[src/sv/line_segment_rect_clipper_defines.svh]
// Assertion macros used by the clipper's top-level RTL file.
`ifndef LINE_SEGMENT_RECT_CLIPPER_DEFINES_SVH
`define LINE_SEGMENT_RECT_CLIPPER_DEFINES_SVH

// Same-cycle implication, sampled on clk and disabled while rst_n is low.
`define LSRC_ASSERT_IMPLY(name, ante, cons, msg) \
    name: assert property (@(posedge clk) disable iff (!rst_n) (ante) |-> (cons)) \
        else $error(msg);

// Next-cycle implication, sampled on clk and disabled while rst_n is low.
`define LSRC_ASSERT_NEXT(name, ante, cons, msg) \
    name: assert property (@(posedge clk) disable iff (!rst_n) (ante) |=> (cons)) \
        else $error(msg);

`endif

[src/sv/lsrc_pkg.sv]
// Shared types, constants and helper functions of the line segment clipper.
`default_nettype none
package lsrc_pkg;

    localparam int COORD_WIDTH = 16;
    // Magnitudes of coordinate differences need one bit more than a coordinate.
    localparam int MW          = COORD_WIDTH + 1;
    // The crossing quotient never exceeds the magnitude of the numerator factor.
    localparam int QW          = MW;
    localparam int PW          = 2 * MW;
    localparam int VW          = QW + 2;
    localparam int LANES       = 4;
    // Front stage, multiply stage, one cell per quotient bit, fix-up stage, output stage.
    localparam int PIPE_DEPTH  = QW + 4;
    localparam int OCC_W       = $clog2(PIPE_DEPTH + 1);

    typedef logic signed [COORD_WIDTH-1:0] coord_t;
    typedef logic signed [COORD_WIDTH:0]   diff_t;
    typedef logic [MW-1:0]                 mag_t;

    typedef enum logic [1:0] {
        REG_LEFT   = 2'd0,
        REG_TOP    = 2'd1,
        REG_RIGHT  = 2'd2,
        REG_BOTTOM = 2'd3
    } reg_idx_t;

    typedef enum logic [2:0] {
        MODE_ACCEPT,
        MODE_REJECT,
        MODE_HORZ,
        MODE_VERT,
        MODE_GENERAL
    } mode_t;

    localparam coord_t CLIP_LEFT_RST   = coord_t'(0);
    localparam coord_t CLIP_TOP_RST    = coord_t'(0);
    localparam coord_t CLIP_RIGHT_RST  = coord_t'(1023);
    localparam coord_t CLIP_BOTTOM_RST = coord_t'(767);

    typedef struct packed {
        coord_t left;
        coord_t top;
        coord_t right;
        coord_t bottom;
    } clip_t;

    // Segment data that travels alongside the crossing lanes.
    typedef struct packed {
        coord_t     x1;
        coord_t     y1;
        coord_t     x2;
        coord_t     y2;
        mode_t      mode;
        logic [1:0] x_hit;
        logic [1:0] y_hit;
        coord_t     xe0;
        coord_t     xe1;
        coord_t     ye0;
        coord_t     ye1;
    } seg_t;

    typedef struct packed {
        logic   neg;
        coord_t base;
        mag_t   amag;
        mag_t   bmag;
        mag_t   dmag;
    } lane_in_t;

    typedef struct packed {
        logic          neg;
        coord_t        base;
        mag_t          dmag;
        mag_t          rem;
        logic [QW-1:0] low;
    } lane_div_t;

    typedef lane_in_t  [LANES-1:0] lane_in_vec_t;
    typedef lane_div_t [LANES-1:0] lane_div_vec_t;
    typedef coord_t    [LANES-1:0] cross_vec_t;

    function automatic logic [3:0] outcode(coord_t x, coord_t y, clip_t c);
        coord_t     l;
        coord_t     t;
        coord_t     r;
        coord_t     b;
        logic [3:0] code;
        l = c.left;
        t = c.top;
        r = c.right;
        b = c.bottom;
        code[0] = (x < l);
        code[1] = (x > r);
        code[2] = (y < t);
        code[3] = (y > b);
        return code;
    endfunction

endpackage
`default_nettype wire

[src/sv/lsrc_mul.sv]
// Multiply stage: forms each lane's numerator and splits it for the divider cells.
`default_nettype none
module lsrc_mul import lsrc_pkg::*; (
    input  wire logic          clk,
    input  wire logic          rst_n,
    input  wire logic          up_valid,
    output logic               up_ready,
    input  wire seg_t          up_seg,
    input  wire lane_in_vec_t  up_lanes,
    output logic               dn_valid,
    input  wire logic          dn_ready,
    output seg_t               dn_seg,
    output lane_div_vec_t      dn_lanes
);

    logic          valid_reg;
    seg_t          seg_reg;
    lane_div_vec_t lanes_reg;
    lane_div_vec_t lanes_next;

    always_comb
    begin
        logic [PW-1:0] prod;
        for (int i = 0; i < LANES; i++)
        begin
            prod = PW'(up_lanes[i].amag) * PW'(up_lanes[i].bmag);
            lanes_next[i].neg  = up_lanes[i].neg;
            lanes_next[i].base = up_lanes[i].base;
            lanes_next[i].dmag = up_lanes[i].dmag;
            // The upper part is already below the divisor when the crossing is used.
            lanes_next[i].rem  = prod[PW-1:QW];
            lanes_next[i].low  = prod[QW-1:0];
        end
    end

    assign up_ready = !valid_reg || dn_ready;

    always_ff @(posedge clk or negedge rst_n)
    begin
        if (!rst_n)
            valid_reg <= 1'b0;
        else if (up_ready)
            valid_reg <= up_valid;
    end

    always_ff @(posedge clk)
    begin
        if (up_ready && up_valid)
        begin
            seg_reg   <= up_seg;
            lanes_reg <= lanes_next;
        end
    end

    assign dn_valid = valid_reg;
    assign dn_seg   = seg_reg;
    assign dn_lanes = lanes_reg;

endmodule
`default_nettype wire

[config.mk]
export PLATFORM = sky130hd
export DESIGN_NAME = lsrc_mul
export DESIGN_NICKNAME = d
export VERILOG_FILES = /design/src/sv/line_segment_rect_clipper_defines.svh /design/src/sv/lsrc_pkg.sv /design/src/sv/lsrc_mul.sv
export SDC_FILE = /design/constraint.sdc
export NUM_CORES = 2
export LEC_CHECK = 0
export ABC_AREA = 0
export ABC_CLOCK_PERIOD_IN_PS = 14050
export BUFFER_PORTS_ARGS = -buffer_cell sky130_fd_sc_hd__buf_2
export CAP_MARGIN = 0
export CORE_MARGIN = 5
export CORE_UTILIZATION = 52
export CTS_BUF_LIST = sky130_fd_sc_hd__clkbuf_4 sky130_fd_sc_hd__clkbuf_8 sky130_fd_sc_hd__clkbuf_16
export DETAILED_ROUTE_END_ITERATION = 16
export PLACE_DENSITY = 0.74
export SLEW_MARGIN = 20
export SYNTH_ARGS = -nofsm -noshare
export SYNTH_HDL_FRONTEND = slang
export SYNTH_SLANG_ARGS = --single-unit
[constraint.sdc]
create_clock -name clk -period 14.05 [get_ports clk]
set_input_delay 0.7025 -clock clk [delete_from_list [all_inputs] [get_ports clk]]
set_output_delay 0.7025 -clock clk [all_outputs]
set_load 0.02 [all_outputs]
==> impl_metrics.tcl <==
set metrics [dict create \
    run_status "finished, final reports clean" \
    gp_congestion 0.9936 \
    met1Wirelength_um 62690 \
    die_area_mm2 0.1034 \
    synth_flop_cell "edfxtp_1" \
    dp_hpwl_um 132500 \
    top_layer "met5" \
    io_pins 820 \
    setup_slack_ns 7.525 \
    slowest_delay_ns 0.99 \
    min_period_ns 6.525 \
    tns_ns 0 \
    slew_headroom_pct 24.22 \
    dr_wl_met2_um 71000 \
    finalNonFillerCells 6923 \
    crit_path_end_kind "flip-flop" \
    post-place-ws_ns 7.120 \
    arrival_ns 6.90 \
    ys_seq_elements 408 \
    path_clk_slew_ns 0.06 \
    cpMostUsedCell "fa_1" \
    synth.distinct_cells 72 \
    synthesis.area_mm2 0.05046 \
    synth_common_cells "inv_1, fa_1, nand2_1, and2_1, ha_1" \
    path_max_fanout 17 \
    clockRootBuffer "clkbuf_16" \
    holdPathStages 1 \
    syn_avg_cell_area_um2 10.39 \
    fp.dieH_um 321.5 \
    clock_sinks 408 \
    worstHoldStart "up_lanes[199]" \
    syn2layout_area_growth_pct 13.49 \
    crit_type "in -> reg" \
    grt_pass1_wl_um 239000 \
    htree_levels 2 \
    path_buf_inv 4 \
    ys_warn_count 0 \
    synth.top_cell.area_share_pct 35.55 \
    hold_end "dn_lanes[199]" \
    syn_nets 6596 \
    final_nets 7313 \
    slowest_stage "o311ai_0" \
    timing.hold.ws_ns 0.2396 \
    tightest_slew_ns 1.123 \
    floorplan.initialDensity_pct 52.25 \
    wl_met3_um 15820 \
    wl_per_cell_um 22.98 \
    fp-row-count 114 \
    worstSkewPairLatency_ns 0.63 \
    grt_max_degree 77 \
    seq_area_frac_synth_pct 24.27 \
    min_path_type "in -> reg" \
    clock_path_buffers 3 \
    portBuffers 819 \
    r2r_slack_ns 10.53 \
    postSynthCellCount 4857 \
    drc 0 \
    yosysMostFrequentCell "inv_1" \
    cp-start-kind "input port" \
    initialDrtViolationCount 2933 \
    drtPass1Iterations 6 \
    cts_tree "done" \
    antenna_found_initial 67 \
    core-area_mm2 0.09657 \
    drt-vias-per-instance 5.441 \
    finClkSkew_ns 0.01403 \
    die_x_um 321.5 \
    cp_cell_sequence "buf_2 -> nand2_1 -> fa_1 -> fa_1 -> fa_1 -> inv_1 -> fa_1 -> fa_1 -> inv_1 -> fa_1 -> inv_1 -> ha_1 -> and2_1 -> nand3_1 -> o311ai_0 -> a21boi_0 -> o21ai_0 -> xor2_1" \
    cp_top_family "adder cells" \
    cts_setup_buffers 0 \
    reg2reg_from "dn_valid" \
    dp.cells 6799 \
    cts_buffers 48 \
    async_reset_ff_share_pct 0.2451 \
    slew_viol_final 0 \
    final_antenna_net_count 0 \
    finalCritPeriodShare_pct 46.44 \
    r2r-end "dn_lanes[0]" \
    worstRegToRegCells 4 \
    grt-ovfl-total 0 \
    drive_above_1_share_pct 16.61 \
    maxCapViolations 0 \
    setup_viol_count_final 0 \
    crit_path_start "up_lanes[155]" \
    synth_edf_count 407 \
    hold_violations 0 \
    vias 37670 \
    yosysTopAreaCell "fa_1" \
    required_ns 14.42 \
    grt.total_usage_pct 30.77 \
    fmax_mhz 153.3 \
    grt_pass1_vias 38930 \
    rsz0062_at_grt "no" \
    synth_area_leaders "fa_1, edfxtp_1, ha_1" \
    wl_um 159100 \
]
==> metal layers <==
layer	track usage [%]	up-vias
li1	-	16300
met1	41.26	18950
met2	47.42	1972
met3	8.074	412
met4	14.11	34
met5	0	-
==> cell usage in the layout (no fill, tap or decap), types with 10 or more instances in the layout <==
cell type     n
nand2_1     704
nor2b_1      13
ha_1        432
nand2b_1     15
xnor2_1      83
a21o_1       67
nor2_1       62
and3_1       10
and2_1      530
diode_2      36
xor2_1       29
nand4_1      13
fa_1        896
inv_1      1084
a21oi_1     114
nand3_1      23
a31oi_1      15
clkbuf_16    48
buf_2       819
edfxtp_1    407
o21bai_1     11
nor3_1       10
o21ai_0      59
==> worst max path at each step <==
stage                                to  slack [ns]  cells past startpoint
after global routing      dn_lanes[157]        7.28                     18
after global placement     dn_lanes[32]        7.25                     20
final                     dn_lanes[157]        7.52                     18
after floorplan             dn_lanes[0]        3.03                      2
after detailed placement  dn_lanes[157]        7.12                     18
after CTS                 dn_lanes[157]        7.79                     18
==> through the flow <==
step | utilization [%] | area (um^2)
3_5_place_dp | 57.58 | 55600
6_report | 59.30 | 57260
2_1_floorplan | - | 50460
3_3_place_gp | 57.58 | 55600
5_1_grt | 59.27 | 57230
4_1_cts | 59.21 | 57170
==> cells by family (layout without fill, tap and decap cells) <==
logic type | after synthesis | in the layout | synth area share [%]
AOI/OAI and AO/OA | 354 | 354 | 4.575
xor gates and xnor gates | 112 | 112 | 1.944
adders and majority gates | 1328 | 1328 | 46.26
buffers and inverters | 1243 | 1997 | 9.247
DFF | 408 | 408 | 24.27
muxes | 2 | 2 | 0.03968
other | 0 | 36 | 0
and+or+nand+nor | 1410 | 1410 | 13.66
==> sequential cells by signal (all words and copies together), names as in the netlist <==
signal / count
dn_seg: 135
dn_lanes: 272
dn_valid: 1
==> layout make-up <==
| class | instances | area, um^2 |
|---|---|---|
| well taps | 1276 | 1597 |
| clock buffers | 57 | 1269 |
| repair buffers | 826 | 4154 |
| multi-input cells | 3206 | 33550 |
| diodes | 36 | 90.09 |
| inverters | 1084 | 4069 |
| clock inverters | 30 | 292.8 |
| fillers | 8142 | 39300 |
| flip-flops and latches | 408 | 12250 |
==> what timing repair did <==
item / CTS / global route
endpoints found under the hold margin: 1 / 0
resized for setup: 0 / 0
hold buffers: 1 / 0
Power is not shown: default switching activity piles up to over one toggle a cycle in this logic, so the estimate is an artifact.
