<file path="config.mk">
export PLATFORM = sky130hd
export DESIGN_NAME = lsrc_front_flat
export DESIGN_NICKNAME = d
export VERILOG_FILES = /design/src/sv/line_segment_rect_clipper_defines.svh /design/src/sv/lsrc_pkg.sv /design/src/sv/lsrc_in_if.sv /design/src/sv/lsrc_front.sv /design/src/flat_wrapper.sv
export SDC_FILE = /design/constraint.sdc
export NUM_CORES = 1
export LEC_CHECK = 0
export ABC_AREA = 0
export CORE_AREA = 2 2 210 212
export CTS_CLUSTER_SIZE = 16
export DETAILED_ROUTE_END_ITERATION = 12
export DIE_AREA = 0 0 212 214
export DONT_BUFFER_PORTS = 1
export PLACE_DENSITY_LB_ADDON = 0.08
export SYNTH_ARGS = -nofsm -noshare
export SYNTH_HDL_FRONTEND = slang
export SYNTH_SLANG_ARGS = --single-unit
</file>
<file path="constraint.sdc">
create_clock -name clk -period 6.4 [get_ports clk]
set_input_delay 0.32 -clock clk [delete_from_list [all_inputs] [get_ports clk]]
set_output_delay 0.32 -clock clk [all_outputs]
set_load 0.02 [all_outputs]
</file>
<file path="src/sv/line_segment_rect_clipper_defines.svh">
// Assertion macros used by the clipper's top-level RTL file.
`ifndef LINE_SEGMENT_RECT_CLIPPER_DEFINES_SVH
`define LINE_SEGMENT_RECT_CLIPPER_DEFINES_SVH

// Same-cycle implication, sampled on clk and disabled while rst_n is low.
`define LSRC_ASSERT_IMPLY(name, ante, cons, msg) \
    name: assert property (@(posedge clk) disable iff (!rst_n) (ante) |-> (cons)) \
        else $error(msg);

// Next-cycle implication, sampled on clk and disabled while rst_n is low.
`define LSRC_ASSERT_NEXT(name, ante, cons, msg) \
    name: assert property (@(posedge clk) disable iff (!rst_n) (ante) |=> (cons)) \
        else $error(msg);

`endif

</file>
<file path="src/sv/lsrc_pkg.sv">
// Shared types, constants and helper functions of the line segment clipper.
`default_nettype none
package lsrc_pkg;

    localparam int COORD_WIDTH = 16;
    // Magnitudes of coordinate differences need one bit more than a coordinate.
    localparam int MW          = COORD_WIDTH + 1;
    // The crossing quotient never exceeds the magnitude of the numerator factor.
    localparam int QW          = MW;
    localparam int PW          = 2 * MW;
    localparam int VW          = QW + 2;
    localparam int LANES       = 4;
    // Front stage, multiply stage, one cell per quotient bit, fix-up stage, output stage.
    localparam int PIPE_DEPTH  = QW + 4;
    localparam int OCC_W       = $clog2(PIPE_DEPTH + 1);

    typedef logic signed [COORD_WIDTH-1:0] coord_t;
    typedef logic signed [COORD_WIDTH:0]   diff_t;
    typedef logic [MW-1:0]                 mag_t;

    typedef enum logic [1:0] {
        REG_LEFT   = 2'd0,
        REG_TOP    = 2'd1,
        REG_RIGHT  = 2'd2,
        REG_BOTTOM = 2'd3
    } reg_idx_t;

    typedef enum logic [2:0] {
        MODE_ACCEPT,
        MODE_REJECT,
        MODE_HORZ,
        MODE_VERT,
        MODE_GENERAL
    } mode_t;

    localparam coord_t CLIP_LEFT_RST   = coord_t'(0);
    localparam coord_t CLIP_TOP_RST    = coord_t'(0);
    localparam coord_t CLIP_RIGHT_RST  = coord_t'(1023);
    localparam coord_t CLIP_BOTTOM_RST = coord_t'(767);

    typedef struct packed {
        coord_t left;
        coord_t top;
        coord_t right;
        coord_t bottom;
    } clip_t;

    // Segment data that travels alongside the crossing lanes.
    typedef struct packed {
        coord_t     x1;
        coord_t     y1;
        coord_t     x2;
        coord_t     y2;
        mode_t      mode;
        logic [1:0] x_hit;
        logic [1:0] y_hit;
        coord_t     xe0;
        coord_t     xe1;
        coord_t     ye0;
        coord_t     ye1;
    } seg_t;

    typedef struct packed {
        logic   neg;
        coord_t base;
        mag_t   amag;
        mag_t   bmag;
        mag_t   dmag;
    } lane_in_t;

    typedef struct packed {
        logic          neg;
        coord_t        base;
        mag_t          dmag;
        mag_t          rem;
        logic [QW-1:0] low;
    } lane_div_t;

    typedef lane_in_t  [LANES-1:0] lane_in_vec_t;
    typedef lane_div_t [LANES-1:0] lane_div_vec_t;
    typedef coord_t    [LANES-1:0] cross_vec_t;

    function automatic logic [3:0] outcode(coord_t x, coord_t y, clip_t c);
        coord_t     l;
        coord_t     t;
        coord_t     r;
        coord_t     b;
        logic [3:0] code;
        l = c.left;
        t = c.top;
        r = c.right;
        b = c.bottom;
        code[0] = (x < l);
        code[1] = (x > r);
        code[2] = (y < t);
        code[3] = (y > b);
        return code;
    endfunction

endpackage
`default_nettype wire

</file>
<file path="src/sv/lsrc_in_if.sv">
// Segment input channel: valid, ready and the two end points.
`default_nettype none
interface lsrc_in_if import lsrc_pkg::*; ();
    logic   valid;
    logic   ready;
    coord_t start_x;
    coord_t start_y;
    coord_t end_x;
    coord_t end_y;

    modport source (output valid, start_x, start_y, end_x, end_y, input ready);
    modport sink   (input valid, start_x, start_y, end_x, end_y, output ready);
endinterface
`default_nettype wire

</file>
<file path="src/sv/lsrc_front.sv">
// Front stage: outcodes, case selection, edge choice and crossing lane setup.
`default_nettype none
module lsrc_front import lsrc_pkg::*; (
    input  wire logic  clk,
    input  wire logic  rst_n,
    input  wire clip_t clip,
    lsrc_in_if.sink    seg,
    output logic       dn_valid,
    input  wire logic  dn_ready,
    output seg_t       dn_seg,
    output lane_in_vec_t dn_lanes
);

    logic         valid_reg;
    seg_t         seg_reg;
    seg_t         seg_next;
    lane_in_vec_t lanes_reg;
    lane_in_vec_t lanes_next;

    function automatic mag_t mag(diff_t v);
        diff_t n;
        n = -v;
        return v[COORD_WIDTH] ? mag_t'(n) : mag_t'(v);
    endfunction

    function automatic lane_in_t setup(coord_t base, diff_t a, diff_t b, diff_t d);
        lane_in_t s;
        s.neg  = ((a < 0) ^ (b < 0) ^ (d < 0)) && (a != 0) && (b != 0);
        s.base = base;
        s.amag = mag(a);
        s.bmag = mag(b);
        s.dmag = mag(d);
        return s;
    endfunction

    always_comb
    begin
        coord_t     x1;
        coord_t     y1;
        coord_t     x2;
        coord_t     y2;
        coord_t     l;
        coord_t     t;
        coord_t     r;
        coord_t     b;
        logic [3:0] c1;
        logic [3:0] c2;
        diff_t      dx;
        diff_t      dy;
        x1 = seg.start_x;
        y1 = seg.start_y;
        x2 = seg.end_x;
        y2 = seg.end_y;
        l  = clip.left;
        t  = clip.top;
        r  = clip.right;
        b  = clip.bottom;
        c1 = outcode(x1, y1, clip);
        c2 = outcode(x2, y2, clip);
        dx = diff_t'(x2) - diff_t'(x1);
        dy = diff_t'(y2) - diff_t'(y1);

        seg_next.x1 = x1;
        seg_next.y1 = y1;
        seg_next.x2 = x2;
        seg_next.y2 = y2;

        if ((c1 | c2) == 4'b0000)
            seg_next.mode = MODE_ACCEPT;
        else if ((c1 & c2) != 4'b0000)
            seg_next.mode = MODE_REJECT;
        else if (y1 == y2)
            seg_next.mode = MODE_HORZ;
        else if (x1 == x2)
            seg_next.mode = MODE_VERT;
        else
            seg_next.mode = MODE_GENERAL;

        // Vertical edge crossings for each end point.
        seg_next.x_hit[0] = 1'b0;
        seg_next.xe0      = l;
        if (x1 < l && x2 >= l)
        begin
            seg_next.x_hit[0] = 1'b1;
        end
        else if (x1 > r && x2 <= r)
        begin
            seg_next.x_hit[0] = 1'b1;
            seg_next.xe0      = r;
        end
        seg_next.x_hit[1] = 1'b0;
        seg_next.xe1      = l;
        if (x2 < l && x1 >= l)
        begin
            seg_next.x_hit[1] = 1'b1;
        end
        else if (x2 > r && x1 <= r)
        begin
            seg_next.x_hit[1] = 1'b1;
            seg_next.xe1      = r;
        end

        // Horizontal edge crossings for each end point.
        seg_next.y_hit[0] = 1'b0;
        seg_next.ye0      = t;
        if (y1 < t && y2 >= t)
        begin
            seg_next.y_hit[0] = 1'b1;
        end
        else if (y1 > b && y2 <= b)
        begin
            seg_next.y_hit[0] = 1'b1;
            seg_next.ye0      = b;
        end
        seg_next.y_hit[1] = 1'b0;
        seg_next.ye1      = t;
        if (y2 < t && y1 >= t)
        begin
            seg_next.y_hit[1] = 1'b1;
        end
        else if (y2 > b && y1 <= b)
        begin
            seg_next.y_hit[1] = 1'b1;
            seg_next.ye1      = b;
        end

        // All crossings are measured from the first end point.
        lanes_next[0] = setup(y1, dy, diff_t'(seg_next.xe0) - diff_t'(x1), dx);
        lanes_next[1] = setup(y1, dy, diff_t'(seg_next.xe1) - diff_t'(x1), dx);
        lanes_next[2] = setup(x1, dx, diff_t'(seg_next.ye0) - diff_t'(y1), dy);
        lanes_next[3] = setup(x1, dx, diff_t'(seg_next.ye1) - diff_t'(y1), dy);
    end

    assign seg.ready = !valid_reg || dn_ready;

    always_ff @(posedge clk or negedge rst_n)
    begin
        if (!rst_n)
            valid_reg <= 1'b0;
        else if (seg.ready)
            valid_reg <= seg.valid;
    end

    always_ff @(posedge clk)
    begin
        if (seg.ready && seg.valid)
        begin
            seg_reg   <= seg_next;
            lanes_reg <= lanes_next;
        end
    end

    assign dn_valid = valid_reg;
    assign dn_seg   = seg_reg;
    assign dn_lanes = lanes_reg;

endmodule
`default_nettype wire

</file>
<file path="src/flat_wrapper.sv">
// flat-port wrapper written by rule: the top's interface ports become plain ports
module lsrc_front_flat import lsrc_pkg::*;
  (clk, rst_n, clip, dn_valid, dn_ready, dn_seg, dn_lanes, seg_valid, seg_start_x, seg_start_y, seg_end_x, seg_end_y, seg_ready);
  lsrc_in_if seg_i ();
  input  wire logic clk;
  input  wire logic rst_n;
  input  wire clip_t clip;
  output logic dn_valid;
  input  wire logic dn_ready;
  output seg_t dn_seg;
  output lane_in_vec_t dn_lanes;
  input wire logic [$bits(seg_i.valid)-1:0] seg_valid;
  input wire logic [$bits(seg_i.start_x)-1:0] seg_start_x;
  input wire logic [$bits(seg_i.start_y)-1:0] seg_start_y;
  input wire logic [$bits(seg_i.end_x)-1:0] seg_end_x;
  input wire logic [$bits(seg_i.end_y)-1:0] seg_end_y;
  output wire logic [$bits(seg_i.ready)-1:0] seg_ready;
  assign seg_i.valid = seg_valid;
  assign seg_i.start_x = seg_start_x;
  assign seg_i.start_y = seg_start_y;
  assign seg_i.end_x = seg_end_x;
  assign seg_i.end_y = seg_end_y;
  assign seg_ready = seg_i.ready;
  lsrc_front u_core (.clk(clk), .rst_n(rst_n), .clip(clip), .seg(seg_i), .dn_valid(dn_valid), .dn_ready(dn_ready), .dn_seg(dn_seg), .dn_lanes(dn_lanes));
endmodule
</file>
==> impl_metrics.tcl <==
set metrics [dict create \
    p_comb_share_pct 31.2 \
    post-route-drc-count 0 \
    status "complete, no violations" \
    synth_common_cells "edfxtp_1 (241), ha_1 (240), buf_4 (168), inv_1 (152), nor2_1 (118)" \
    drt-initial-drc-count 767 \
    synth_fp_nets 2291 \
    grt_max_degree 139 \
    num_rows 76 \
    drive_above_1_share_pct 6.52 \
    cts_tree "built" \
    power_leakage_nw 8.67 \
    syn_inst 1913 \
    synth_area_um2 19600 \
    seqPwrFrac_pct 42.1 \
    grt_pass1_wl_um 91100 \
    ys_types 100 \
    fp.dieH_um 214 \
    final.setup.tns_ps 0 \
    fin_crit_ps 5580 \
    cp_max_fo 12 \
    viasPerCell 5.81 \
    rsz0062_at_grt "false" \
    cts_resized 0 \
    fp.coreArea_um2 42900 \
    setup_violations 0 \
    maxSlewViolCount 0 \
    via_count 14300 \
    synth_edf_count 241 \
    ctsLongestPathBuffers 3 \
    ctsRootBufferMaster "clkbuf_16" \
    intPower_mw 3.87 \
    synth.largest_area_cell "edfxtp_1" \
    htree_levels 1 \
    switching_power_mw 2.37 \
    start_kind "input port" \
    dieWidth_um 212 \
    pin_count 541 \
    grtUsageTotal_pct 27.0 \
    synth_most_common_cell "edfxtp_1" \
    total_power_mw 6.23 \
    fin_crit_sh_pct 87.2 \
    pwr_density_cell_nw_per_um2 299 \
    drt-pass1-iter-count 5 \
    dp_hpwl_um 50300 \
    worst_pin_slew_ps 850 \
    n_antenna_cell 0 \
    clock_sinks 242 \
    grt_pass1_vias 14300 \
    clock_latency_ps 590 \
    synth_top_area_share_pct 36.9 \
    yosys_warnings 0 \
    dieArea_um2 45400 \
    wirelength_um 62500 \
    wire_per_inst_um 25.5 \
    power.share.clock_pct 26.7 \
    end_kind "flip-flop" \
    synth_area_leaders "edfxtp_1 (37%), ha_1 (15%), buf_4 (6.4%)" \
    final-hold-violation-count 0 \
    ant_nets 0 \
    slew_headroom_pct 43.4 \
    cts_buffers 27 \
    final_cell_area_um2 20800 \
    skew_ps 31.3 \
    gp_congestion 0.945 \
    clkTransAtPathRegs_ps 60 \
    hold_path.class "input port to flip-flop" \
    io_buffer_count 0 \
    ys_ff_latch 242 \
    seq_area_frac_synth_pct 37.1 \
    ir_drop_v 0.000188 \
    area_growth_syn_to_layout_pct 6.40 \
    required_ps 6740 \
    start_util_pct 45.7 \
    final_nets 2227 \
    place_area_um2 19200 \
    ys.flop_type "edfxtp_1" \
    cts_setup_buffers 0 \
    switching_share_pct 38.0 \
    antenna_found_initial 4 \
    grt-ovfl-total 0 \
    critPathArrivalTime_ps 5920 \
    maxCapViolations 0 \
    fmax_ghz 0.179 \
    async_flop_share_pct 0.413 \
    avgSynthCellArea_um2 10.2 \
    timing_worst_setup_path_type "input port to flip-flop" \
]
==> worst paths after layout <==
kind,start,end,slack [ps],cells after the start
max in group asynchronous,rst_n,u_core.dn_valid$_DFFE_PN0N_,5790,2
setup reg to reg,u_core.dn_valid$_DFFE_PN0N_,u_core.dn_seg[115]$_DFFE_PP_,3890,3
min in group asynchronous,rst_n,u_core.dn_valid$_DFFE_PN0N_,510,2
hold / removal,seg_start_y[0],u_core.dn_lanes[221]$_DFFE_PP_,120,2
hold reg to reg,u_core.dn_valid$_DFFE_PN0N_,u_core.dn_valid$_DFFE_PN0N_,840,2
setup / recovery,clip[55],u_core.dn_lanes[101]$_SDFFCE_PP0P_,820,22
==> cells in the final DEF (no fill, tap or decap), drive strengths merged, types with 30 or more instances in the layout <==
master	n
a21o	52
nand3	34
dlygate4sd3	73
nor2	120
nor2b	30
nand2	62
mux2i	75
xor2	51
ha	240
inv	156
clkbuf	31
o21ai	88
nor3	42
a21oi	93
edfxtp	241
xnor2	101
==> registers in the layout, summed over array words and instances (netlist names) <==
signal	flops
u_core.dn_seg	135
u_core.dn_lanes	106
u_core.dn_valid	1
==> area by class of cell <==
class / count / area (um^2)
repair buffers: 101 / 978
clock inverters: 19 / 243
clock buffers: 31 / 691
multi-input cells: 1321 / 10400
inverters: 156 / 586
fillers: 3931 / 22000
well taps: 585 / 732
flip-flops and latches: 242 / 7260
==> critical path, cell delays in order <==
cell,delay [ps]
inv_1,180
ha_1,290
and3_1,180
a221oi_1,360
nor2_1,70
a211o_1,240
mux2i_1,320
o21ai_0,200
nand2_1,350
buf_4,320
mux2i_1,280
ha_1,260
nor2b_1,140
o31a_1,290
o31a_1,350
xor2_1,200
a2111o_1,440
nor2_1,160
and4b_1,280
nor4b_1,260
ha_1,280
and2_1,130
==> routing by layer <==
metal  GRT usage (%)  routed length, um  vias to the layer above
met3            6.91               4750                      107
met2            48.4              31200                      567
met4            8.97               2110                        8
li1                -                  -                     6732
met5               0                 52                        -
met1            30.9              24400                     6838
==> what timing repair did <==
action,CTS,global route
hold buffers,73,0
endpoints found under the hold margin,70,0
endpoints found under the setup margin,0,0
==> power by group through the flow <==
stage | sequential [mW] | combinational, mW | clock (mW)
after floorplan | 2.45 | 1.73 | 0
after global placement | 2.67 | 1.88 | 0
after detailed placement | 2.66 | 1.90 | 0
after CTS | 2.63 | 1.95 | 1.70
after global routing | 2.65 | 2.16 | 1.75
final | 2.63 | 1.95 | 1.66
==> through the flow <==
step,instances,worst slack [ps],hold slack (ps),utilization [%]
CTS,2455,916,115,48.6
finish,2455,821,125,48.6
detailed placement,2332,316,24.4,44.7
floorplan,1913,794,24.4,-
global placement,2332,380,24.4,44.7
global route,2455,413,124,48.6
==> logic make-up after synthesis <==
family                     share of synthesized area [%]
xor gates and xnor gates                            6.83
AOI/OAI and AO/OA                                   14.1
buffers and inverters                               10.1
adders and majority gates                           15.9
and+or+nand+nor                                     11.7
muxes                                               4.23
DFF                                                 37.1
Note: power is estimated with default switching activity, not from simulation.
