===== src/sv/line_segment_rect_clipper_defines.svh =====
// Assertion macros used by the clipper's top-level RTL file.
`ifndef LINE_SEGMENT_RECT_CLIPPER_DEFINES_SVH
`define LINE_SEGMENT_RECT_CLIPPER_DEFINES_SVH

// Same-cycle implication, sampled on clk and disabled while rst_n is low.
`define LSRC_ASSERT_IMPLY(name, ante, cons, msg) \
    name: assert property (@(posedge clk) disable iff (!rst_n) (ante) |-> (cons)) \
        else $error(msg);

// Next-cycle implication, sampled on clk and disabled while rst_n is low.
`define LSRC_ASSERT_NEXT(name, ante, cons, msg) \
    name: assert property (@(posedge clk) disable iff (!rst_n) (ante) |=> (cons)) \
        else $error(msg);

`endif


===== src/sv/lsrc_pkg.sv =====
// Shared types, constants and helper functions of the line segment clipper.
`default_nettype none
package lsrc_pkg;

    localparam int COORD_WIDTH = 16;
    // Magnitudes of coordinate differences need one bit more than a coordinate.
    localparam int MW          = COORD_WIDTH + 1;
    // The crossing quotient never exceeds the magnitude of the numerator factor.
    localparam int QW          = MW;
    localparam int PW          = 2 * MW;
    localparam int VW          = QW + 2;
    localparam int LANES       = 4;
    // Front stage, multiply stage, one cell per quotient bit, fix-up stage, output stage.
    localparam int PIPE_DEPTH  = QW + 4;
    localparam int OCC_W       = $clog2(PIPE_DEPTH + 1);

    typedef logic signed [COORD_WIDTH-1:0] coord_t;
    typedef logic signed [COORD_WIDTH:0]   diff_t;
    typedef logic [MW-1:0]                 mag_t;

    typedef enum logic [1:0] {
        REG_LEFT   = 2'd0,
        REG_TOP    = 2'd1,
        REG_RIGHT  = 2'd2,
        REG_BOTTOM = 2'd3
    } reg_idx_t;

    typedef enum logic [2:0] {
        MODE_ACCEPT,
        MODE_REJECT,
        MODE_HORZ,
        MODE_VERT,
        MODE_GENERAL
    } mode_t;

    localparam coord_t CLIP_LEFT_RST   = coord_t'(0);
    localparam coord_t CLIP_TOP_RST    = coord_t'(0);
    localparam coord_t CLIP_RIGHT_RST  = coord_t'(1023);
    localparam coord_t CLIP_BOTTOM_RST = coord_t'(767);

    typedef struct packed {
        coord_t left;
        coord_t top;
        coord_t right;
        coord_t bottom;
    } clip_t;

    // Segment data that travels alongside the crossing lanes.
    typedef struct packed {
        coord_t     x1;
        coord_t     y1;
        coord_t     x2;
        coord_t     y2;
        mode_t      mode;
        logic [1:0] x_hit;
        logic [1:0] y_hit;
        coord_t     xe0;
        coord_t     xe1;
        coord_t     ye0;
        coord_t     ye1;
    } seg_t;

    typedef struct packed {
        logic   neg;
        coord_t base;
        mag_t   amag;
        mag_t   bmag;
        mag_t   dmag;
    } lane_in_t;

    typedef struct packed {
        logic          neg;
        coord_t        base;
        mag_t          dmag;
        mag_t          rem;
        logic [QW-1:0] low;
    } lane_div_t;

    typedef lane_in_t  [LANES-1:0] lane_in_vec_t;
    typedef lane_div_t [LANES-1:0] lane_div_vec_t;
    typedef coord_t    [LANES-1:0] cross_vec_t;

    function automatic logic [3:0] outcode(coord_t x, coord_t y, clip_t c);
        coord_t     l;
        coord_t     t;
        coord_t     r;
        coord_t     b;
        logic [3:0] code;
        l = c.left;
        t = c.top;
        r = c.right;
        b = c.bottom;
        code[0] = (x < l);
        code[1] = (x > r);
        code[2] = (y < t);
        code[3] = (y > b);
        return code;
    endfunction

endpackage
`default_nettype wire


===== src/sv/lsrc_div_cell.sv =====
// Divider cell: one restoring quotient bit for every crossing lane.
`default_nettype none
module lsrc_div_cell import lsrc_pkg::*; (
    input  wire logic          clk,
    input  wire logic          rst_n,
    input  wire logic          up_valid,
    output logic               up_ready,
    input  wire seg_t          up_seg,
    input  wire lane_div_vec_t up_lanes,
    output logic               dn_valid,
    input  wire logic          dn_ready,
    output seg_t               dn_seg,
    output lane_div_vec_t      dn_lanes
);

    logic          valid_reg;
    seg_t          seg_reg;
    lane_div_vec_t lanes_reg;
    lane_div_vec_t lanes_next;

    always_comb
    begin
        logic [MW:0] trial;
        logic [MW:0] diff;
        logic        ge;
        for (int i = 0; i < LANES; i++)
        begin
            trial = {up_lanes[i].rem, up_lanes[i].low[QW-1]};
            diff  = trial - {1'b0, up_lanes[i].dmag};
            ge    = (trial >= {1'b0, up_lanes[i].dmag});
            lanes_next[i].neg  = up_lanes[i].neg;
            lanes_next[i].base = up_lanes[i].base;
            lanes_next[i].dmag = up_lanes[i].dmag;
            lanes_next[i].rem  = ge ? diff[MW-1:0] : trial[MW-1:0];
            // Dividend bits leave at the top while quotient bits enter at the bottom.
            lanes_next[i].low  = {up_lanes[i].low[QW-2:0], ge};
        end
    end

    assign up_ready = !valid_reg || dn_ready;

    always_ff @(posedge clk or negedge rst_n)
    begin
        if (!rst_n)
            valid_reg <= 1'b0;
        else if (up_ready)
            valid_reg <= up_valid;
    end

    always_ff @(posedge clk)
    begin
        if (up_ready && up_valid)
        begin
            seg_reg   <= up_seg;
            lanes_reg <= lanes_next;
        end
    end

    assign dn_valid = valid_reg;
    assign dn_seg   = seg_reg;
    assign dn_lanes = lanes_reg;

endmodule
`default_nettype wire


===== config.mk =====
export PLATFORM = sky130hd
export DESIGN_NAME = lsrc_div_cell
export DESIGN_NICKNAME = d
export VERILOG_FILES = /design/src/sv/line_segment_rect_clipper_defines.svh /design/src/sv/lsrc_pkg.sv /design/src/sv/lsrc_div_cell.sv
export SDC_FILE = /design/constraint.sdc
export NUM_CORES = 1
export LEC_CHECK = 0
export BUFFER_PORTS_ARGS = -buffer_cell sky130_fd_sc_hd__buf_4
export CAP_MARGIN = 20
export CORE_AREA = 2 2 317 319
export CTS_CLUSTER_SIZE = 12
export DETAILED_ROUTE_END_ITERATION = 12
export DIE_AREA = 0 0 319 321
export PLACE_DENSITY = 0.43
export SETUP_SLACK_MARGIN = 0.1
export SYNTH_ARGS = -nofsm -noshare
export SYNTH_HDL_FRONTEND = slang
export SYNTH_SLANG_ARGS = --single-unit

===== constraint.sdc =====
create_clock -name clk -period 13.05 [get_ports clk]
set_clock_uncertainty 0.05 [all_clocks]
set_input_delay 1.9575 -clock clk [delete_from_list [all_inputs] [get_ports clk]]
set_output_delay 1.9575 -clock clk [all_outputs]
set_load 0.02 [all_outputs]

==> out/results.tsv, run 1 <==
stage	metric	value	unit
pwr	PD cells	141	nW/um2
pwr	Internal	2680	uW
outcome	status	completed	
die	Chip Width	319	um
cts	post-CTS setup buffer count	0	
worst_setup_path	R2R cell count	4	
cts	Inserted Clock Buffers	52	
place	Post-DP HPWL	59.7	mm
sta	Tmin final	4.43	ns
die	I/O pin cnt	820	
synth	Syn. warnings	0	
routing	drt pass-1 iters	5	
synth	Synth top area share	0.737	
finish	Final Net Count	2401	
pwr	combinational power share	0.173	
place	RD Place Congestion	0.916	
synth	Syn Area/Cell	15.7	um2
routing	number of nets with antenna violations after routing	0	
die	Core ar.	99300	um2
sta	TNS Setup	0	ns
pwr	Clock Power Share	0.395	
routing	vias per cell	3.84	
worst_setup_path	crit path kind	input pin to output port	
die	row cnt	116	
pwr	Max VDD drop	0.0000977	V
finish	FF/Latch Area	12200	um2
global_route	initial antenna violation count	26	
cts	H-tree Lvls	2	
pwr	Reg power frac	0.432	
synth	syn nets	1542	
routing	Initial DRC Count	710	
finish	Area Overhead vs Synth	56.9	%
place	PortBufs	819	
pwr	switching power share of the total	0.268	
synth	sequential share of the synthesized area	0.739	
cts	clock transition at the registers of the reported paths	0.06	ns
cts	clk buf depth	3	
pwr	P_sw	985	uW
place	Post-Place Worst Slack	8.11	ns
worst_setup_path	worst-path maximum fanout	3	
global_route	vias in the first global route	12804	
finish	# fillers	10361	
finish	area of the multi-input gates	3910	um2
finish	layout cells sized above 1	0.481	
routing	Avg WL per Cell	22.3	um
global_route	total gr overflow	0	
synth	share of synthesized registers carrying an async set or reset	0.00245	
sta	Final Hold Fails	0	
cts	Root Driver	clkbuf_16	
routing	via count	12500	
synth	Synth Register Bits	408	
worst_setup_path	Worst EP required	11.04	ns
hold_path	worst min-delay path category	flip-flop to flip-flop	
die	overall die area	102000	um2
sta	Fmax	226	MHz
sta	final setup vio count	0	
global_route	first-pass GRT wire length	98.2	mm
synth	Syn Std Cell Area	16600	um2
finish	final instance area	26000	um2
cts	clock sinks	408	
worst_setup_path	Worst Setup End Kind	output port	
sta	Tcrit/Tclk final	0.340	
synth	ys flop type	edfxtp_1	
die	initial core utilization	0.167	
sta	Worst-Margin Slew	1.08	ns
finish	final core utilization	0.262	
cts	# resized after CTS	0	
synth	largest cells by area after synthesis	edfxtp_1 74%, ha_1 5.1%, a21oi_1 2.8%	
pwr	leakage power	0.0108	uW
cts	Hold-fix buffers, CTS	0	
synth	Mapped Cells	1059	
sta	RSZ-0062 raised after global routing	false	
place	Post-DP Area	24300	um2
sta	Worst slew margin	0.283	
routing	# DRC	0	
sta	Slew Viols, Final	0	
routing	DRT Wirelength	72.6	mm
worst_setup_path	Critical Path AT	2.43	ns
hold_path	hold path depth	2	
synth	number of flops mapped to enable cells by yosys	407	
cts	CTS tree	built	
synth	leading area contributor after synthesis	edfxtp_1	
die	Die H	321	um
cts	Clock Latency Late Sink	0.64	ns
synth	Post-synth top cells	407 x edfxtp_1, 94 x a21oi_1, 86 x inv_1	
worst_setup_path	startpoint types	input pin	
global_route	Tot GR Track Use	0.135	
global_route	largest net degree at the start of global routing	78	
synth	count leader, synth	edfxtp_1	
synth	number of distinct library cells after synthesis	59	
job	max-cap violations	0	
sta	post-route setup slack	8.62	ns
power by group through the flow:
stage / clock network, uW / registers, uW / logic [uW]
4_1_cts: 1510 / 1590 / 647
2_1_floorplan: 0 / 1740 / 215
6_report: 1450 / 1580 / 637
5_1_grt: 1560 / 1590 / 686
3_5_place_dp: 0 / 1610 / 644
3_3_place_gp: 0 / 1610 / 641
worst paths after layout:
| path | from | end | slack [ns] |
|---|---|---|---|
| worst min-delay path | dn_valid$_DFFE_PN0N_ | dn_valid$_DFFE_PN0N_ | 0.51 |
| worst min register to register | dn_valid$_DFFE_PN0N_ | dn_valid$_DFFE_PN0N_ | 0.51 |
| worst max-delay path | dn_ready | up_ready | 8.62 |
| max in group asynchronous | rst_n | dn_valid$_DFFE_PN0N_ | 11.84 |
| min in group asynchronous | rst_n | dn_valid$_DFFE_PN0N_ | 1.03 |
| worst max register to register | dn_valid$_DFFE_PN0N_ | dn_lanes[145]$_DFFE_PP_ | 9.81 |
cell type report:
cell class / count / area share
flip-flops and latches: 408 / 0.471
repair buffers: 827 / 0.239
multi-input cells: 543 / 0.150
well taps: 1298 / 0.0624
clock buffers: 60 / 0.0512
clock inverters: 33 / 0.0143
inverters: 86 / 0.0124
diodes: 3 / 0.000289
worst max-delay path, cell delays in order:
cell and delay, ns:
buf_4 0.10, nand2b_1 0.17, buf_4 0.19
metal layers:
layer / vias up / part of all wire / routed length [um] / global-route usage
met5: - / 0.0023 / 168 / 0
met4: 26 / 0.033 / 2390 / 0.0512
met3: 135 / 0.11 / 7720 / 0.0594
met2: 569 / 0.45 / 32900 / 0.211
met1: 6063 / 0.40 / 29400 / 0.162
li1: 5707 / - / - / -
per-stage QoR:
step | hold WS, ns | cells | total power [uW]
2_1_floorplan | 0.733 | 1059 | 1950
5_1_grt | 0.557 | 3258 | 3830
6_report | 0.506 | 3258 | 3670
3_3_place_gp | 0.468 | 3162 | 2250
4_1_cts | 0.506 | 3255 | 3740
3_5_place_dp | 0.493 | 3162 | 2260
cell families after synthesis:
family,after synthesis,synth area share
DFF,408,0.739
AOI/OAI and AO/OA,216,0.0817
and+or+nand+nor,177,0.0498
buffers and inverters,108,0.0260
adders and majority gates,72,0.0561
xor gates and xnor gates,51,0.0269
muxes,27,0.0207
registers in the layout, indices dropped and copies added, names as in the netlist:
register	count
dn_lanes	272
dn_seg	135
dn_valid	1
cell usage in the layout (no fill, tap or decap), drive strengths merged, types with 3 or more instances in the layout:
| cell | Yosys | final |
|---|---|---|
| a2111oi | 4 | 4 |
| a211oi | 8 | 8 |
| a21o | 22 | 22 |
| a21oi | 95 | 95 |
| a31oi | 8 | 8 |
| and2 | 5 | 5 |
| and3 | 4 | 4 |
| buf | 10 | 827 |
| bufinv | 0 | 6 |
| clkbuf | 12 | 60 |
| clkinv | 0 | 21 |
| clkinvlp | 0 | 4 |
| diode | 0 | 3 |
| edfxtp | 407 | 407 |
| fa | 4 | 4 |
| ha | 68 | 68 |
| inv | 86 | 88 |
| mux2 | 25 | 25 |
| nand2 | 49 | 49 |
| nand2b | 7 | 7 |
| nand3 | 14 | 14 |
| nand4 | 13 | 13 |
| nor2 | 63 | 63 |
| nor2b | 7 | 7 |
| nor3 | 5 | 5 |
| o2111ai | 3 | 3 |
| o211ai | 7 | 7 |
| o21a | 9 | 9 |
| o21ai | 40 | 40 |
| o21bai | 4 | 4 |
| o31ai | 4 | 4 |
| xnor2 | 32 | 32 |
| xor2 | 19 | 19 |
(Power assumes the default switching activity.)
==> inputs of run 2 (changes only) <==
--- a/config.mk
+++ b/config.mk
@@ -5,13 +5,14 @@
 export SDC_FILE = /design/constraint.sdc
 export NUM_CORES = 1
 export LEC_CHECK = 0
+export ABC_AREA = 1
 export BUFFER_PORTS_ARGS = -buffer_cell sky130_fd_sc_hd__buf_4
 export CAP_MARGIN = 20
-export CORE_AREA = 2 2 317 319
+export CORE_AREA = 2 2 315 317
 export CTS_CLUSTER_SIZE = 12
 export DETAILED_ROUTE_END_ITERATION = 12
-export DIE_AREA = 0 0 319 321
-export PLACE_DENSITY = 0.43
+export DIE_AREA = 0 0 317 319
+export PLACE_DENSITY = 0.45
 export SETUP_SLACK_MARGIN = 0.1
 export SYNTH_ARGS = -nofsm -noshare
 export SYNTH_HDL_FRONTEND = slang
==> constraint.sdc (replaced) <==
create_clock -name clk -period 4.1 [get_ports clk]
set_clock_uncertainty 0.05 [all_clocks]
set_input_delay 0.615 -clock clk [delete_from_list [all_inputs] [get_ports clk]]
set_output_delay 0.615 -clock clk [all_outputs]
set_load 0.02 [all_outputs]
==> out/results.tsv, run 2 <==
stage	metric	value	unit
pwr	combinational power share	0.183	
pwr	Pwr Total	11500	uW
routing	# DRC	0	
worst_setup_path	crit path kind	input pin to flip-flop	
cts	H-tree Lvls	2	
sta	Slew Viols, Final	0	
routing	via count	14185	
place	RD Place Congestion	0.871	
global_route	total gr overflow	0	
outcome	status	completed	
synth	largest cells by area after synthesis	edfxtp_1 68%, nand2_1 11%, inv_1 5.6%	
cts	Clock Latency Late Sink	0.61	ns
worst_setup_path	startpoint types	input pin	
cts	Root Driver	clkbuf_16	
sta	Worst-Margin Slew	0.753	ns
synth	Synth top area share	0.675	
die	initial core utilization	0.185	
pwr	switching power share of the total	0.277	
finish	area of the multi-input gates	4710	um2
routing	Avg WL per Cell	19.1	um
die	row cnt	115	
global_route	largest net degree at the start of global routing	106	
worst_setup_path	Top delay family on crit path	simple AND/OR/NAND/NOR gates	
synth	syn nets	2074	
die	Die H	319	um
sta	Tmin final	2.24	ns
synth	sequential share of the synthesized area	0.677	
finish	layout cells sized above 1	0.384	
place	Post-DP Area	25900	um2
global_route	vias in the first global route	14418	
synth	Post-synth top cells	511 x nand2_1, 407 x edfxtp_1, 270 x inv_1	
pwr	Clock Power Share	0.380	
worst_setup_path	Critical Path AT	2.55	ns
synth	number of flops mapped to enable cells by yosys	407	
die	I/O pin cnt	820	
pwr	P_sw	3180	uW
worst_setup_path	R2R cell count	3	
finish	# fillers	10317	
cts	# resized after CTS	0	
worst_setup_path	Critical Path Slowest Stage Cell	fa_1	
synth	share of synthesized registers carrying an async set or reset	0.00245	
global_route	initial antenna violation count	15	
finish	Area Overhead vs Synth	51.8	%
finish	final instance area	27500	um2
synth	Syn. warnings	0	
routing	DRT Wirelength	72.6	mm
cts	clock transition at the registers of the reported paths	0.06	ns
worst_setup_path	Critical R2R Launch	dn_valid$_DFFE_PN0N_	
finish	Final Net Count	2940	
die	Core ar.	97700	um2
cts	Inserted Clock Buffers	50	
pwr	leakage power	0.0128	uW
worst_setup_path	Critical Path Stages	11	
worst_setup_path	worst-path maximum fanout	18	
routing	Initial DRC Count	783	
finish	max FFs per register	272	
sta	RSZ-0062 raised after global routing	false	
sta	Final Hold Fails	0	
sta	final setup vio count	0	
worst_setup_path	Worst EP required	4.41	ns
global_route	Tot GR Track Use	0.138	
routing	vias per cell	3.74	
synth	number of distinct library cells after synthesis	37	
routing	number of nets with antenna violations after routing	0	
die	overall die area	101000	um2
finish	most common cell after layout, fill and taps aside	buf_4	
job	max-cap violations	0	
synth	ys flop type	edfxtp_1	
worst_setup_path	slowest stage delay, CP	0.46	ns
place	Post-DP HPWL	60.1	mm
sta	Tcrit/Tclk final	0.547	
pwr	Internal	8320	uW
cts	CTS tree	built	
worst_setup_path	Worst Setup SP	up_lanes[220]	
hold_path	worst min-delay path category	input pin to flip-flop	
pwr	PD cells	418	nW/um2
pwr	Max VDD drop	0.000325	V
place	PortBufs	819	
worst_setup_path	critical-path cell list	buf_4 -> inv_1 -> ha_1 -> inv_1 -> fa_1 -> nand3_1 -> nand3_1 -> nand2_2 -> nand2_4 -> nand2_1 -> nand2_1	
global_route	first-pass GRT wire length	100	mm
worst_setup_path	buffer and inverter count on the worst path	3	
synth	Mapped Cells	1591	
finish	commonest cells after routing, fill and taps aside	822 x buf_4, 511 x nand2_1, 407 x edfxtp_1	
sta	Worst slew margin	0.498	
synth	Syn Std Cell Area	18100	um2
place	placed insts	3691	
synth	Synth Register Bits	408	
routing	drt pass-1 iters	5	
cts	clk buf depth	3	
finish	final core utilization	0.281	
sta	WHS	0.121	ns
synth	Syn Area/Cell	11.4	um2
finish	FF/Latch Area	12200	um2
finish	Finished Layout Cells	3791	
cts	clock sinks	408	
synth	leading area contributor after synthesis	edfxtp_1	
worst_setup_path	Worst Setup End Kind	flip-flop	
pwr	Reg power frac	0.437	
synth	count leader, synth	nand2_1	
hold_path	hold path depth	1	
die	Chip Width	317	um
sta	Fmax	446	MHz
hold_path	HP Start	up_seg[82]	
## run 2: cell count changes after synthesis, sizes merged, moves of 29 or more
cell,change
nand3,+107
nand2,+495
o21ai,-38
a21oi,-56
inv,+189
xnor2,-29
## run 2: cells by family after synthesis
family,after synthesis,synth area share
fa+ha+maj,72,0.0514
flops,408,0.677
compound gates,43,0.0128
simple gates,751,0.182
xor+xnor,28,0.0135
buf+inv,289,0.0639
## run 2: worst reg2reg max path, cell delays in order, from the launching register on
cell	delay (ns)
dfrtp_2	0.43
a21oi_4	0.20
buf_12	0.30
buf_12	0.39
## run 2: final timing paths
kind,end,slack (ns)
worst max-delay path,dn_lanes[233]$_DFFE_PP_,1.86
worst min-delay path,dn_seg[82]$_DFFE_PP_,0.12
worst max register to register,dn_lanes[116]$_DFFE_PP_,2.10
worst min register to register,dn_valid$_DFFE_PN0N_,0.51
max in group asynchronous,dn_valid$_DFFE_PN0N_,3.62
min in group asynchronous,dn_valid$_DFFE_PN0N_,0.29
## run 2: power groups by stage
stage	sequential [uW]	clock (uW)	combinational, uW
CTS	5040	4550	2140
detailed placement	5120	0	2130
global route	5050	4660	2320
floorplan	5480	0	761
finish	5030	4360	2100
global placement	5120	0	2130
## run 2: final cells by class
cell class,instances,share of cell area
timing repair buffer,828,0.229
inverter,275,0.0376
antenna,7,0.000637
clock buffer,62,0.0479
multi-input combinational,894,0.171
clock inverter,30,0.00983
sequential,408,0.446
tap,1287,0.0586
## run 2: layer usage
layer / vias up / track usage / share of wire
met5: - / 0 / 0.00095
li1: 6988 / - / -
met2: 568 / 0.229 / 0.48
met3: 91 / 0.0658 / 0.12
met1: 6528 / 0.153 / 0.37
met4: 10 / 0.0487 / 0.026
## run 2: per-stage QoR
stage,worst slack [ns],TNS [ns]
6_report,1.86,0
5_1_grt,1.74,0
4_1_cts,1.88,0
3_5_place_dp,1.19,0
3_3_place_gp,1.22,0
2_1_floorplan,-3.71,-1510.04
## run 2: timing repair
| action | CTS | global route |
|---|---|---|
| hold buffers | 1 | 0 |
| endpoints found under the hold margin | 1 | 0 |
| setup buffers | 0 | 0 |
==> inputs of run 3 (changes only) <==
--- a/config.mk
+++ b/config.mk
@@ -5,14 +5,14 @@
 export SDC_FILE = /design/constraint.sdc
 export NUM_CORES = 1
 export LEC_CHECK = 0
-export ABC_AREA = 1
+export ABC_AREA = 0
 export BUFFER_PORTS_ARGS = -buffer_cell sky130_fd_sc_hd__buf_4
 export CAP_MARGIN = 20
-export CORE_AREA = 2 2 315 317
+export CORE_AREA = 2 2 317 319
 export CTS_CLUSTER_SIZE = 12
 export DETAILED_ROUTE_END_ITERATION = 12
-export DIE_AREA = 0 0 317 319
-export PLACE_DENSITY = 0.45
+export DIE_AREA = 0 0 319 321
+export PLACE_DENSITY = 0.43
 export SETUP_SLACK_MARGIN = 0.1
 export SYNTH_ARGS = -nofsm -noshare
 export SYNTH_HDL_FRONTEND = slang
==> constraint.sdc (replaced) <==
create_clock -name clk -period 2.1 [get_ports clk]
set_clock_uncertainty 0.05 [all_clocks]
set_input_delay 0.315 -clock clk [delete_from_list [all_inputs] [get_ports clk]]
set_output_delay 0.315 -clock clk [all_outputs]
set_load 0.02 [all_outputs]
==> out/results.tsv, run 3 (synthesis results as in run 1) <==
stage	metric	value	unit
worst_setup_path	crit path kind	input pin to flip-flop	
finish	Final Net Count	2991	
sta	Worst slew margin	0.673	
global_route	Tot GR Track Use	0.124	
place	placed insts	3363	
cts	clk buf depth	3	
place	PortBufs	819	
sta	final setup vio count	0	
finish	max FFs per register	272	
routing	# DRC	0	
place	Post-Place Worst Slack	-0.630	ns
cts	clock sinks	408	
place	RD Place Congestion	0.836	
sta	Worst-Margin Slew	0.491	ns
outcome	status	completed	
die	Core ar.	99300	um2
routing	via count	14358	
cts	H-tree Lvls	2	
place	Post-DP Area	26400	um2
routing	Avg WL per Cell	17.2	um
sta	RSZ-0062 raised after global routing	true	
finish	commonest cells after routing, fill and taps aside	1,018 x buf_4, 407 x edfxtp_1, 383 x dlygate4sd3_1	
pwr	leakage power	0.0135	uW
sta	Final Hold Fails	0	
global_route	total gr overflow	0	
cts	Clock Latency Late Sink	0.62	ns
sta	Fmax	504	MHz
worst_setup_path	Worst EP required	2.41	ns
routing	vias per cell	3.73	
global_route	initial antenna violation count	8	
routing	Initial DRC Count	632	
finish	Area Overhead vs Synth	93.6	%
sta	post-route setup slack	0.116	ns
pwr	Max VDD drop	0.000586	V
hold_path	hold path depth	3	
routing	DRT Wirelength	66.2	mm
job	max-cap violations	0	
cts	CTS tree	built	
die	Die H	321	um
die	row cnt	116	
sta	Tcrit/Tclk final	0.945	
finish	layout cells sized above 1	0.484	
global_route	first-pass GRT wire length	96.3	mm
global_route	largest net degree at the start of global routing	80	
worst_setup_path	startpoint types	input pin	
worst_setup_path	R2R cell count	4	
sta	Slew Viols, Final	0	
place	Post-DP HPWL	51.4	mm
routing	drt pass-1 iters	4	
global_route	vias in the first global route	15616	
sta	WHS	0.0498	ns
pwr	Pwr Total	23600	uW
die	I/O pin cnt	820	
finish	most common cell after layout, fill and taps aside	buf_4	
die	Chip Width	319	um
die	initial core utilization	0.167	
die	overall die area	102000	um2
cts	Root Driver	clkbuf_16	
worst_setup_path	Critical Path AT	2.30	ns
sta	Tmin final	1.98	ns
worst_setup_path	Worst Setup End Kind	flip-flop	
finish	final instance area	32100	um2
cts	clock transition at the registers of the reported paths	0.06	ns
pwr	PD cells	736	nW/um2
routing	number of nets with antenna violations after routing	0	
finish	Finished Layout Cells	3851	
cts	Inserted Clock Buffers	50	
hold_path	worst min-delay path category	input pin to flip-flop	
worst_setup_path	worst-path maximum fanout	7	
## run 3: changes by cell type in the layout (fill, tap and decap cells not counted), moves of 15 or more
cell and delta:
xnor2_1 +27, buf_4 +196, nand2_1 -466, nand2_2 -22
a21oi_2 +18, inv_1 -196, nand3_1 -108, ha_4 +16
dlygate4sd3_1 +382, mux2_4 +15, ha_1 -16, o21ai_0 +32
a21o_1 +21, a21oi_1 +39
## run 3: routing by layer
layer,part of all wire,GRT usage,wire length [um]
met5,0.0010,0,69
met1,0.39,0.139,25800
met3,0.084,0.0450,5560
met4,0.029,0.0455,1920
met2,0.50,0.215,32900
## run 3: stage by stage
step | setup TNS, ns | util
final | 0 | 0.323
after global routing | 0 | 0.323
after CTS | 0 | 0.322
after detailed placement | -34.71 | 0.266
after global placement | -31.66 | 0.266
after floorplan | -751.82 | -
## run 3: layout make-up
cell class,count,area [um2]
well taps,1298,1620
fillers,9910,67200
multi-input cells,543,4410
repair buffers,1419,11800
clock inverters,29,299
clock buffers,64,1320
flip-flops and latches,408,12200
diodes,4,10.0
inverters,86,385
## run 3: power breakdown
| part | total [uW] | internal [uW] | switching [uW] | leakage (uW) |
|---|---|---|---|---|
| registers | 9830 | 9650 | 174 | 0.00388 |
| clock network | 8620 | 4980 | 3640 | 0.000766 |
| logic | 5190 | 2720 | 2470 | 0.00886 |
## run 3: timing repair
| action | 4_1_cts | 5_1_grt |
|---|---|---|
| setup buffers | 2 | 4 |
| pin swaps | 5 | 13 |
| hold buffers | 383 | 0 |
| cloned | 1 | 1 |
| setup endpoints to repair | 5 | 52 |
| resized for setup | 4 | 26 |
| hold endpoints to repair | 381 | 0 |
## run 3: worst paths after layout
kind	startpoint	endpoint	slack (ns)
worst min register to register	dn_valid$_DFFE_PN0N_	dn_seg[54]$_DFFE_PP_	0.99
max in group asynchronous	rst_n	dn_valid$_DFFE_PN0N_	1.38
worst max-delay path	up_lanes[168]	dn_lanes[158]$_DFFE_PP_	0.12
min in group asynchronous	rst_n	dn_valid$_DFFE_PN0N_	0.50
worst max register to register	dn_valid$_DFFE_PN0N_	dn_seg[123]$_DFFE_PP_	0.38
worst min-delay path	up_lanes[220]	dn_lanes[221]$_DFFE_PP_	0.05
## run 3: worst max-delay path, cell delays in order
cell           delay (ns)
dlygate4sd3_1        0.55
buf_4                0.15
ha_1                 0.30
nand3_1              0.11
nor2_2               0.15
o31ai_2              0.09
nand3_2              0.15
buf_12               0.14
mux2_2               0.33
